`src/hw/rtl/mmsb_pkg.sv`:
```
package mmsb_pkg;

  // Operation codes carried in tuser
  localparam logic [1:0] FUNC_WRITE = 2'd0;
  localparam logic [1:0] FUNC_BLIT  = 2'd1;
  localparam logic [1:0] FUNC_READ  = 2'd2;

  // Configuration register indexes
  localparam logic REG_CANVAS_WIDTH  = 1'b0;
  localparam logic REG_CANVAS_HEIGHT = 1'b1;

  localparam int CFG_DATA_W  = 11;
  localparam int IN_TDATA_W  = 96;
  localparam int IN_TUSER_W  = 2;
  localparam int OUT_TDATA_W = 8;

  // Linear canvas byte address; covers the largest canvas store
  localparam int LIN_W = 21;
  // Compare width for sprite pixel positions against the clamped sprite width
  localparam int SW_CMP_W = 13;

  localparam logic [10:0] CANVAS_WIDTH_RST  = 11'd256;
  localparam logic [8:0]  CANVAS_HEIGHT_RST = 9'd192;

  typedef struct packed {
    logic load;       // capture the accepted item
    logic calc;       // compute blit addresses and masks
    logic wr_host;    // store write_data at canvas_addr
    logic rd_host;    // read canvas_addr
    logic rd_a;       // read first blit byte
    logic wr_a_rd_b;  // write back first byte, read second
    logic wr_b;       // write back second byte
    logic out_load;   // load the result register
  } dp_cmd_t;

  typedef struct packed {
    logic [1:0] func;
  } dp_sts_t;

endpackage

```
`src/hw/rtl/mmsb_ctrl.sv`:
```
module mmsb_ctrl (
  input  logic               clk,
  input  logic               rst_n,
  input  logic               in_tvalid,
  output logic               in_tready,
  output logic               out_tvalid,
  input  logic               out_tready,
  output mmsb_pkg::dp_cmd_t  cmd,
  input  mmsb_pkg::dp_sts_t  sts
);
  import mmsb_pkg::*;

  localparam logic [2:0] S_IDLE = 3'd0;
  localparam logic [2:0] S_CALC = 3'd1;
  localparam logic [2:0] S_RDA  = 3'd2;
  localparam logic [2:0] S_WRA  = 3'd3;
  localparam logic [2:0] S_WRB  = 3'd4;
  localparam logic [2:0] S_DONE = 3'd5;

  logic [2:0] state_r, state_nxt;
  logic       out_tvalid_r, out_tvalid_nxt;

  assign in_tready  = (state_r == S_IDLE);
  assign out_tvalid = out_tvalid_r;

  always_comb begin
    cmd            = '0;
    state_nxt      = state_r;
    out_tvalid_nxt = out_tvalid_r && !out_tready;
    case (state_r)
      S_IDLE: begin
        if (in_tvalid) begin
          cmd.load  = 1'b1;
          state_nxt = S_CALC;
        end
      end
      S_CALC: begin
        cmd.calc = 1'b1;
        case (sts.func)
          FUNC_WRITE: begin
            cmd.wr_host = 1'b1;
            state_nxt   = S_DONE;
          end
          FUNC_READ: begin
            cmd.rd_host = 1'b1;
            state_nxt   = S_DONE;
          end
          FUNC_BLIT: state_nxt = S_RDA;
          default:   state_nxt = S_DONE;
        endcase
      end
      S_RDA: begin
        cmd.rd_a  = 1'b1;
        state_nxt = S_WRA;
      end
      S_WRA: begin
        cmd.wr_a_rd_b = 1'b1;
        state_nxt     = S_WRB;
      end
      S_WRB: begin
        cmd.wr_b  = 1'b1;
        state_nxt = S_DONE;
      end
      S_DONE: begin
        // wait for the result slot to drain
        if (!out_tvalid_r || out_tready) begin
          cmd.out_load   = 1'b1;
          out_tvalid_nxt = 1'b1;
          state_nxt      = S_IDLE;
        end
      end
      default: state_nxt = S_IDLE;
    endcase
  end

  always_ff @(posedge clk) begin
    if (!rst_n) begin
      state_r      <= S_IDLE;
      out_tvalid_r <= 1'b0;
    end else begin
      state_r      <= state_nxt;
      out_tvalid_r <= out_tvalid_nxt;
    end
  end

  a_accept_to_calc: assert property (@(posedge clk) disable iff (!rst_n)
    (in_tvalid && in_tready) |=> (state_r == S_CALC))
    else $error("accepted item did not start decode");

  a_blit_order: assert property (@(posedge clk) disable iff (!rst_n)
    (state_r == S_WRB) |-> ($past(state_r) == S_WRA && $past(state_r, 2) == S_RDA))
    else $error("second byte written out of order");

  a_result_from_done: assert property (@(posedge clk) disable iff (!rst_n)
    $rose(out_tvalid_r) |-> ($past(state_r) == S_DONE))
    else $error("result raised outside completion");

endmodule
```
`config.mk`:
```
export PLATFORM = sky130hd
export DESIGN_NAME = mmsb_ctrl
export DESIGN_NICKNAME = d
export VERILOG_FILES = /design/src/hw/rtl/mmsb_pkg.sv /design/src/hw/rtl/mmsb_ctrl.sv
export SDC_FILE = /design/constraint.sdc
export NUM_CORES = 1
export LEC_CHECK = 0
export BUFFER_PORTS_ARGS = -buffer_cell sky130_fd_sc_hd__buf_2
export CAP_MARGIN = 40
export CORE_AREA = 2 2 39 41
export CTS_BUF_LIST = sky130_fd_sc_hd__clkbuf_8 sky130_fd_sc_hd__clkbuf_16
export DETAILED_ROUTE_END_ITERATION = 8
export DIE_AREA = 0 0 41 43
export GPL_ROUTABILITY_DRIVEN = 0
export HOLD_SLACK_MARGIN = 0.05
export PLACE_DENSITY_LB_ADDON = 0.1
export SLEW_MARGIN = 20
export SYNTH_ARGS = -nofsm -noshare
export SYNTH_HDL_FRONTEND = slang
export SYNTH_SLANG_ARGS = --single-unit
```
`constraint.sdc`:
```
create_clock -name clk -period 2 [get_ports clk]
set_input_delay 0 -clock clk [delete_from_list [all_inputs] [get_ports clk]]
set_output_delay 0 -clock clk [all_outputs]
set_load 0.02 [all_outputs]
```
==> results of run 1 <==
metrics by stage:
step	hold WS, ns	std cells	cell area, µm²	setup slack (ns)
global route	0.240	67	400	0.602
finish	0.191	67	400	0.701
CTS	0.187	67	400	0.683
floorplan	0.0824	33	262	0.748
detailed placement	0.262	63	349	0.905
global placement	0.271	63	349	0.906
worst max-delay path: cells and delay by family (launching register included):
family / cells / cell delay [ns]
simple gates: 2 / 0.44
buf+inv: 1 / 0.16
flops: 1 / 0.48
power breakdown:
part           internal, µW  switching (µW)  total, µW
clock                   128            38.4        166
sequential             87.4            14.0        101
combinational          36.3            49.4       85.7
state kept, by name, summed over array words and instances (netlist names):
name and cells:
out_tvalid 1, state_r 3
cells by family (layout without fill, tap and decap cells):
family / Yosys count / after routing / synth area share
flip-flops: 4 / 4 / 0.306
AO/OA/AOI/OAI: 7 / 7 / 0.187
AND/OR/NAND/NOR: 19 / 19 / 0.450
buffers and inverters: 3 / 21 / 0.0574
what timing repair did:
item | CTS | global route
hold endpoints to repair | 2 | 0
hold buffers | 1 | 0
endpoints found under the setup margin | 0 | 0
worst max-delay path by stage:
stage             end
2_1_floorplan  cmd[7]
3_3_place_gp   cmd[4]
3_5_place_dp   cmd[4]
4_1_cts        cmd[4]
5_1_grt        cmd[4]
6_report       cmd[4]
cell type report:
class / instances / area share
Clock buffer: 3 / 0.103
Timing Repair Buffer: 16 / 0.212
Tap cell: 16 / 0.0500
Inverter: 2 / 0.0188
Multi-Input combinational cell: 26 / 0.416
Sequential cell: 4 / 0.200
layer usage:
layer	part of all wire	up-vias
met5	0	-
met4	0.013	0
met3	0.075	2
met2	0.44	7
met1	0.47	127
li1	-	153
placed cells by master, fill, tap and decap left out, drive strengths merged:
cell type | Yosys | routed
nor2b | 1 | 1
and3b | 1 | 1
nor4 | 2 | 2
and2 | 4 | 4
nor3 | 2 | 2
buf | 1 | 15
o211a | 1 | 1
nor3b | 1 | 1
dfxtp | 4 | 4
o21ai | 1 | 1
o21a | 2 | 2
clkbuf | 0 | 3
nand2b | 3 | 3
a21oi | 2 | 2
nand2 | 1 | 1
nor2 | 4 | 4
a311oi | 1 | 1
inv | 2 | 2
dlygate4sd3 | 0 | 1
==> results.md, run 1 <==
- Layout cell share with drive strength beyond 1: 0.392
- Reg2reg start: state_r[0]
- Multi-input gate area: 166 µm²
- M2 GR Usage: 0.113
- HP Class: input pin to register
- Reg clk slew, reported paths: 0.03 ns
- Post-synth top area cell: dfxtp_1
- Maximum clock rate: 0.770 GHz
- Final min period: between 1 and 1.5 ns
- CTS resizes: 0
- Post-Synthesis Cells: 33
- CP max FO: 10
- Drt wl/cell: 9.18 µm
- Hold Vio Cnt, Final: 0
- Status: complete, no violations
- Core Rows: 14
- Critical path endpoint category: primary output
- Synth Warn #: 0
- Pwr Total: around 350 µW
- Vias per inst: 4.31
- Diodes inserted: 0
- Crit-path slowest cell: dfxtp_1
- GRT Util Overall: 0.0934
- Worst path max stage delay: 0.48 ns
- Largest net degree at the start of global routing: 11
- Critical-path cell list: nor3b_2 > and3b_1 > buf_2
- Clk root buf: clkbuf_8
- Post-CTS Setup Repair Bufs: 0
- Fin Setup TNS: 0 ns
- Die Width: around 40 µm
- WHS Path Cells: 4
- Post-route core utilization: 0.289
- Initial antenna violation count: 0
- CTS tree: yes
- PortBufs: 15
- Syn Nets: 39
- WP data arrival: 1.30 ns
- Worst-margin pin slew: roughly 0.30 ns
- Layout Nets: 59
- VDD IR-drop max: between 0.3 and 0.4 mV
- DRC Markers: 0
- Worst path required time: 2.00 ns
- Register Area: ~80 µm²
- Area added between synthesis and finish: 53.1%
- # clock sinks: 4
- Initial core utilization: 0.189
- Final period utilization: 0.649
- Total CTS buffers: 3
- Die Height: 43 µm
- Area of the core: 1380 µm²
- Grt total ovfl: 0
- Die area: 1760 µm²
- Hold path endpoint: state_r[0]
- TritonRoute pass-1 iters: 2
- Netlist Area Pre-Place: 262 µm²
- Iteration-0 DRC Markers: 2
- Number of global-route vias before repair: 260
- Top cell type's share of synthesized area: 0.306
- Setup Skew: 0.000510 ns
- GRT met1 Usage: 0.116
- Register-to-register setup slack: 0.93 ns
- Antenna viol nets, final: 0
- Top cells by area, synth: dfxtp_1 31%, and2_1 7.2%, nand2b_1 7.2%, nor2_1 5.7%, o21a_1 5.7%
- Final HPWL DP: ~480 µm
- Fillers: ~160
- Vias: slightly below 300
- R2r worst-path depth: 3
- Most crowded layer after global routing: met1
- Critical Path Start: state_r[0]
- Post-synth ARST share: 0
- Post-synth EDFFs: 0
- Critical path type: register to primary output
- Final max-slew violation count: 0
- PwrDens: 883 nW/µm²
- Grt met3 use: 0.0471
- Syn Area/Cell: 7.92 µm²
- H-tree Lvls: 1
- RSZ-0062 raised after global routing: no
- Max Cap Viol: 0
- I/O pin count: 16
- Clock Latency Late Sink: 0.21 ns
- Hold path start: sts[1]
- #FFs+latches synth: 4
- Netlist cell types: 19
- Lkg Pwr: 0.000198 µW
- Final setup viols: 0
- Clk buf depth: 2
- First-pass GRT wire length: roughly 1100 µm
- Ys flop type: dfxtp_1
- WL final: 615 µm
- Top cells by count, synth: 4 x dfxtp_1, 4 x nor2_1, 3 x and2_1, 3 x nand2b_1
- Seq/Total Area, Yosys: 0.306
- Worst flop-to-flop path endpoint: state_r[0]
- Type of origin of the critical path: register
- Max-Slew Margin vs Limit: 0.798
(Power assumes the default switching activity.)
==> run 2: changes to the inputs <==
- ABC_AREA: default -> 1
- clock period: 2 -> 1.3 ns (I/O delays scaled with it)
==> results.md, run 2 <==
- Status: complete, no violations (unchanged)
- Max-Slew Margin vs Limit: 0.799 (was 0.798)
- Layout Nets: 68 (was 59)
- Most frequent cells in the layout: 15 x buf_2, 6 x nor2_1 (was 15 x buf_2, 4 x nor2_1, 4 x dfxtp_1)
- Lkg Pwr: 0.000207 µW (was 0.000198 µW)
- Register-to-register setup slack: 0.20 ns (was 0.93 ns)
- PortBufs: 15 (unchanged)
- Syn Nets: 48 (was 39)
- Critical path type: register to primary output (unchanged)
- Final max-slew violation count: 0 (unchanged)
- TritonRoute pass-1 iters: 3 (was 2)
- Worst path required time: 1.30 ns (was 2.00 ns)
- Type of origin of the critical path: register (unchanged)
- Area of the core: 1380 µm² (unchanged)
- DRC Markers: 0 (unchanged)
- WHS Path Cells: 3 (was 4)
- Area added between synthesis and finish: 55.0% (was 53.1%)
- Die Height: 43 µm (unchanged)
- Leading cell type in the layout, fill and taps excluded: buf_2 (unchanged)
- Top cells by count, synth: 6 x nor2_1, 5 x inv_1, 5 x inv_2, 5 x nand2_1, 5 x nor3_1 (was 4 x dfxtp_1, 4 x nor2_1, 3 x and2_1, 3 x nand2b_1)
- PwrDens: 1500 nW/µm² (was 883 nW/µm²)
- WP data arrival: 1.19 ns (was 1.30 ns)
- Top cell type's share of synthesized area: 0.306 (unchanged)
- Setup WS post-layout: 0.114 ns (was 0.701 ns)
- Fin Setup TNS: 0 ns (unchanged)
- Fillers: 165 (was 155)
- Post-synth ARST share: 0 (unchanged)
- Final HPWL DP: 533 µm (was 481 µm)
- Diodes inserted: 0 (unchanged)
- Iteration-0 DRC Markers: 7 (was 2)
- Vias per inst: 4.21 (was 4.31)
- Clock Latency Late Sink: 0.21 ns (about the same)
- DP Worst Slack: 0.215 ns (was 0.905 ns)
- Post-synth EDFFs: 0 (unchanged)
- Critical-path cell list: nor3_4 > inv_2 > nor3_1 > buf_2 (was nor3b_2 > and3b_1 > buf_2)
- R2r worst-path depth: 6 (was 3)
- Setup Skew: 0.00385 ns (was 0.000510 ns)
- Netlist Area Pre-Place: 262 µm² (unchanged)
- Worst-margin pin slew: 0.301 ns (was 0.303 ns)
- Final min period: 1.19 ns
- CP max FO: 6 (was 10)
- Maximum clock rate: 0.843 GHz
- Largest net degree at the start of global routing: 8 (was 11)
- Worst path max stage delay: 0.37 ns (was 0.48 ns)
- GRT Util Overall: 0.0853 (was 0.0934)
- Hold path endpoint: state_r[0] (unchanged)
- Grt total ovfl: 0 (unchanged)
- Layout cell share with drive strength beyond 1: 0.467 (was 0.392)
- Drt wl/cell: 8.50 µm (was 9.18 µm)
- Clk buf depth: 2 (unchanged)
- Clk root buf: clkbuf_8 (unchanged)
- Number of global-route vias before repair: 276 (was 260)
- CTS tree: yes (unchanged)
- Most frequent cell after synthesis: nor2_1
- Critical path endpoint category: primary output (unchanged)
- Antenna viol nets, final: 0 (unchanged)
- Die area: 1760 µm² (unchanged)
- Final period utilization: 0.912
- Post-CTS Setup Repair Bufs: 0 (unchanged)
- Netlist cell types: 14 (was 19)
- Initial core utilization: 0.189 (unchanged)
- Hold path start: rst_n (was sts[1])
- Max Cap Viol: 0 (unchanged)
- Die Width: 41 µm (unchanged)
- Max reg flops: 3 (unchanged)
- I/O pin count: 16 (unchanged)
- Synth Warn #: 0 (unchanged)
- Syn Area/Cell: 6.23 µm² (was 7.92 µm²)
- Total CTS buffers: 3 (unchanged)
- Ys flop type: dfxtp_1 (unchanged)
- VDD IR-drop max: 0.670 mV (was 0.349 mV)
- Hold Vio Cnt, Final: 0 (unchanged)
- # clock sinks: 4 (unchanged)
- Post-synth top area cell: dfxtp_1 (unchanged)
- Post-Synthesis Cells: 42 (was 33)
- Crit-path slowest cell: dfxtp_1 (unchanged)
- H-tree Lvls: 1 (unchanged)
- WL final: 646 µm (was 615 µm)
- Reg clk slew, reported paths: 0.03 ns (about the same)
- Vias: 320 (was 289)
- HP Class: input pin to register (unchanged)
- Seq/Total Area, Yosys: 0.306 (unchanged)
- Core Rows: 14 (unchanged)
- Final setup viols: 0 (unchanged)
- Top cells by area, synth: dfxtp_1 31%, nor3_1 9.6%, nor2_1 8.6%, inv_1 7.2%, inv_2 7.2% (was dfxtp_1 31%, and2_1 7.2%, nand2b_1 7.2%, nor2_1 5.7%, o21a_1 5.7%)
- Worst flop-to-flop path endpoint: state_r[0] (unchanged)
- #FFs+latches synth: 4 (unchanged)
- Most flop-heavy register: state_r (unchanged)
- Reg2reg start: state_r[2] (was state_r[0])
- First-pass GRT wire length: 993 µm (was 1060 µm)
- Initial antenna violation count: 0 (unchanged)
[run 2: changes by cell type in the layout (fill, tap and decap cells not counted), sizes merged, moves of 3 or more]
| cell | change |
|---|---|
| nor2 | +3 |
| nand2 | +4 |
| inv | +8 |
| nand2b | -3 |
| nand3 | +3 |
| nor3 | +4 |
| and2 | -4 |
[run 2: logic make-up (layout without fill, tap and decap cells)]
family / after synthesis / after routing / synth area share
DFF: 4 / 4 / 0.306
and+or+nand+nor: 21 / 21 / 0.392
buffers and inverters: 10 / 28 / 0.144
AOI/OAI and AO/OA: 7 / 7 / 0.158
[run 2: worst max path at each step]
stage	start	endpoint
floorplan	state_r[0]	cmd[4]
global placement	state_r[0]	cmd[4]
detailed placement	state_r[0]	cmd[4]
CTS	state_r[0]	cmd[4]
global route	state_r[2]	cmd[4]
finish	state_r[1]	cmd[5]
[run 2: through the flow]
stage                     total power, µW  hold slack (ns)  std cells  area, µm²   util
after global routing                  654           0.0822         76        405  0.293
after floorplan                       287           0.0831         42        262      -
final                                 607           0.0631         76        405  0.293
after detailed placement              345            0.272         73        357  0.258
after CTS                             612           0.0638         76        399  0.288
after global placement                347            0.273         73        357  0.258
[run 2: what timing repair did]
item / CTS / global route
gates resized for setup: 1 / 1
setup endpoints to repair: 2 / 2
pin swaps: 0 / 0
hold endpoints to repair: 0 / 0
hold buffers: 0 / 0
[run 2: worst max-delay path, delay by kind of cell, from the launching register on]
family                 cells  cell delay [ns]
and+or+nand+nor            2             0.36
DFF                        1             0.37
buffers and inverters      2             0.23
[run 2: area by class of cell]
type                       instances  area [µm²]  share of cell area
sequential                         4        81.3               0.201
timing repair buffer              15        75.1               0.185
inverter                          10        37.5              0.0926
tap                               16        20.0              0.0494
clock buffer                       3        41.3               0.102
multi-input combinational         28         150               0.370
[run 2: where the power goes]
group / internal [µW] / switching, µW / leakage [µW]
logic: 64.1 / 119 / 0.000153
registers: 139 / 27.4 / 0.0000330
clock network: 197 / 61.1 / 0.0000216
[run 2: per-layer routing]
layer | share of wire | wire [µm] | global-route usage
met5 | 0 | 0 | 0
met4 | 0 | 0 | 0.0600
met3 | 0.073 | 47 | 0.0314
met2 | 0.44 | 287 | 0.125
met1 | 0.48 | 311 | 0.0962
==> run 3: changes to the inputs <==
- CTS_CLUSTER_SIZE: default -> 10
- RECOVER_POWER: default -> 100
- SETUP_SLACK_MARGIN: default -> 0.3
==> results.md, run 3 (synthesized netlist as in run 2, its figures left out) <==
- Status: complete, no violations (unchanged)
- Sw Pwr: 245 µW (was 207 µW)
- CP max FO: 6 (unchanged)
- R2r worst-path depth: 6 (unchanged)
- Grt total ovfl: 0 (unchanged)
- Drt wl/cell: 9.26 µm (was 8.50 µm)
- I/O pin count: 16 (unchanged)
- Vias: 339 (was 320)
- Area of the core: 1380 µm² (unchanged)
- Iteration-0 DRC Markers: 2 (was 7)
- Total CTS buffers: 3 (unchanged)
- PwrDens: 1400 nW/µm² (was 1500 nW/µm²)
- First-pass GRT wire length: 1120 µm (was 993 µm)
- Die Width: 41 µm (unchanged)
- Final min period: 1.13 ns (was 1.19 ns)
- Hold path start: rst_n (unchanged)
- Hold path endpoint: state_r[0] (unchanged)
- Diodes inserted: 0 (unchanged)
- # clock sinks: 4 (unchanged)
- RSZ-0062 raised after global routing: yes
- Hold Vio Cnt, Final: 0 (unchanged)
- TritonRoute pass-1 iters: 2 (was 3)
- PortBufs: 15 (unchanged)
- Initial core utilization: 0.189 (unchanged)
- Max reg flops: 3 (unchanged)
- Layout cell share with drive strength beyond 1: 0.563 (was 0.467)
- Final setup viols: 0 (unchanged)
- Sw Ratio: 0.350 (was 0.341)
- Lkg Pwr: 0.000228 µW (was 0.000207 µW)
- Number of hold buffers added after CTS: 0 (unchanged)
- Reg clk slew, reported paths: 0.04 ns (was 0.03 ns)
- HP Class: input pin to register (unchanged)
- Area added between synthesis and finish: 91.4% (was 55.0%)
- Combinational power share: 0.376 (was 0.301)
- Pwr Total: 699 µW (was 607 µW)
- Reg2reg start: state_r[0] (was state_r[2])
- Initial antenna violation count: 0 (unchanged)
- Critical path type: register to primary output (unchanged)
- Number of global-route vias before repair: 295 (was 276)
- Fin Setup TNS: 0 ns (unchanged)
- Max-Slew Margin vs Limit: 0.836 (was 0.799)
- Clock network power share: 0.385 (was 0.425)
- VDD IR-drop max: 0.457 mV (was 0.670 mV)
- WHS Path Cells: 3 (unchanged)
- Most flop-heavy register: state_r (unchanged)
- Final period utilization: 0.872 (was 0.912)
- Setup Skew: 0.00702 ns (was 0.00385 ns)
- Core Rows: 14 (unchanged)
- Maximum clock rate: 0.882 GHz (was 0.843 GHz)
- Type of origin of the critical path: register (unchanged)
- Die Height: 43 µm (unchanged)
- CTS tree: yes (unchanged)
- DRC Markers: 0 (unchanged)
- GRT Util Overall: 0.0955 (was 0.0853)
- Final max-slew violation count: 0 (unchanged)
- Largest net degree at the start of global routing: 7 (was 8)
- Die area: 1760 µm² (unchanged)
- Clk root buf: clkbuf_8 (unchanged)
- Max Cap Viol: 0 (unchanged)
- Worst-margin pin slew: 0.243 ns (was 0.301 ns)
- Layout Nets: 71 (was 68)
- Worst path required time: 1.30 ns (about the same)
- Final HPWL DP: 578 µm (was 533 µm)
- Leading cell type in the layout, fill and taps excluded: inv_1 (was buf_2)
- Clock Latency Late Sink: 0.22 ns (was 0.21 ns)
- Critical path endpoint category: primary output (unchanged)
- WL final: 741 µm (was 646 µm)
- Worst flop-to-flop path endpoint: state_r[0] (unchanged)
- Vias per inst: 4.24 (was 4.21)
- Register-to-register setup slack: 0.21 ns (was 0.20 ns)
- WP data arrival: 1.13 ns (was 1.19 ns)
- Int Power: 454 µW (was 400 µW)
- Most frequent cells in the layout: 6 x inv_1, 5 x nand2_1, 5 x buf_2 (was 15 x buf_2, 6 x nor2_1)
- Sequential share of power: 0.239 (was 0.274)
- Antenna viol nets, final: 0 (unchanged)
- H-tree Lvls: 1 (unchanged)
- Clk buf depth: 2 (unchanged)
-- run 3: changes by cell type in the layout (fill, tap and decap cells not counted), moves of 2 or more --
cell / change
buf_2: -10
buf_4: +4
buf_6: +3
clkbuf_1: +3
clkbuf_2: +3
dfxtp_1: -2
dfxtp_4: +3
inv_2: -2
inv_4: +2
nor2_1: -2
nor2_2: +2
nor3_1: -4
nor3_2: +2
nor3_4: +2
-- run 3: per-layer routing --
metal,vias up,part of all wire,GRT usage
met1,143,0.41,0.100
li1,181,-,-
met3,0,0.082,0.0471
met2,15,0.51,0.153
met4,0,0,0.0400
met5,-,0,0
-- run 3: power groups by stage --
| stage | logic [µW] | registers [µW] | clock network (µW) |
|---|---|---|---|
| after floorplan | 143 | 171 | 0 |
| after global placement | 204 | 175 | 0 |
| after global routing | 292 | 169 | 286 |
| final | 263 | 167 | 269 |
| after CTS | 260 | 165 | 275 |
| after detailed placement | 201 | 174 | 0 |
-- run 3: worst max-delay path: stages (launching register included) --
cell     delay, ns
dfxtp_4       0.36
buf_6         0.12
nand3_1       0.15
a21oi_2       0.14
buf_4         0.15
-- run 3: stage by stage --
step / hold slack, ns / util / worst slack (ns) / std cells / instance area [µm²]
final: 0.0689 / 0.362 / 0.166 / 80 / 500
after global routing: 0.108 / 0.362 / 0.0781 / 80 / 500
after CTS: 0.0703 / 0.360 / 0.149 / 80 / 498
after detailed placement: 0.287 / 0.288 / 0.284 / 73 / 399
after global placement: 0.285 / 0.288 / 0.274 / 73 / 399
after floorplan: 0.0318 / - / 0.229 / 42 / 304
-- run 3: worst max-delay path by stage --
stage,from,to,slack [ns],cells after the start
2_1_floorplan,state_r[0],cmd[5],0.23,4
3_3_place_gp,state_r[0],cmd[5],0.27,5
3_5_place_dp,state_r[0],cmd[5],0.28,5
4_1_cts,state_r[0],cmd[5],0.15,5
5_1_grt,state_r[0],cmd[7],0.08,5
6_report,state_r[0],cmd[0],0.17,4
-- run 3: final cells by class --
class | count | area [µm²]
fill | 166 | 883
timing repair buffer | 18 | 115
clock inverter | 1 | 3.75
sequential | 4 | 91.3
tap | 16 | 20.0
clock buffer | 3 | 41.3
inverter | 10 | 42.5
multi-input combinational | 28 | 186
-- run 3: timing repair --
| action | CTS | global route |
|---|---|---|
| gates resized for setup | 10 | 13 |
| pin swaps | 2 | 4 |
| buffers inserted | 3 | 0 |
| setup endpoints to repair | 9 | 11 |
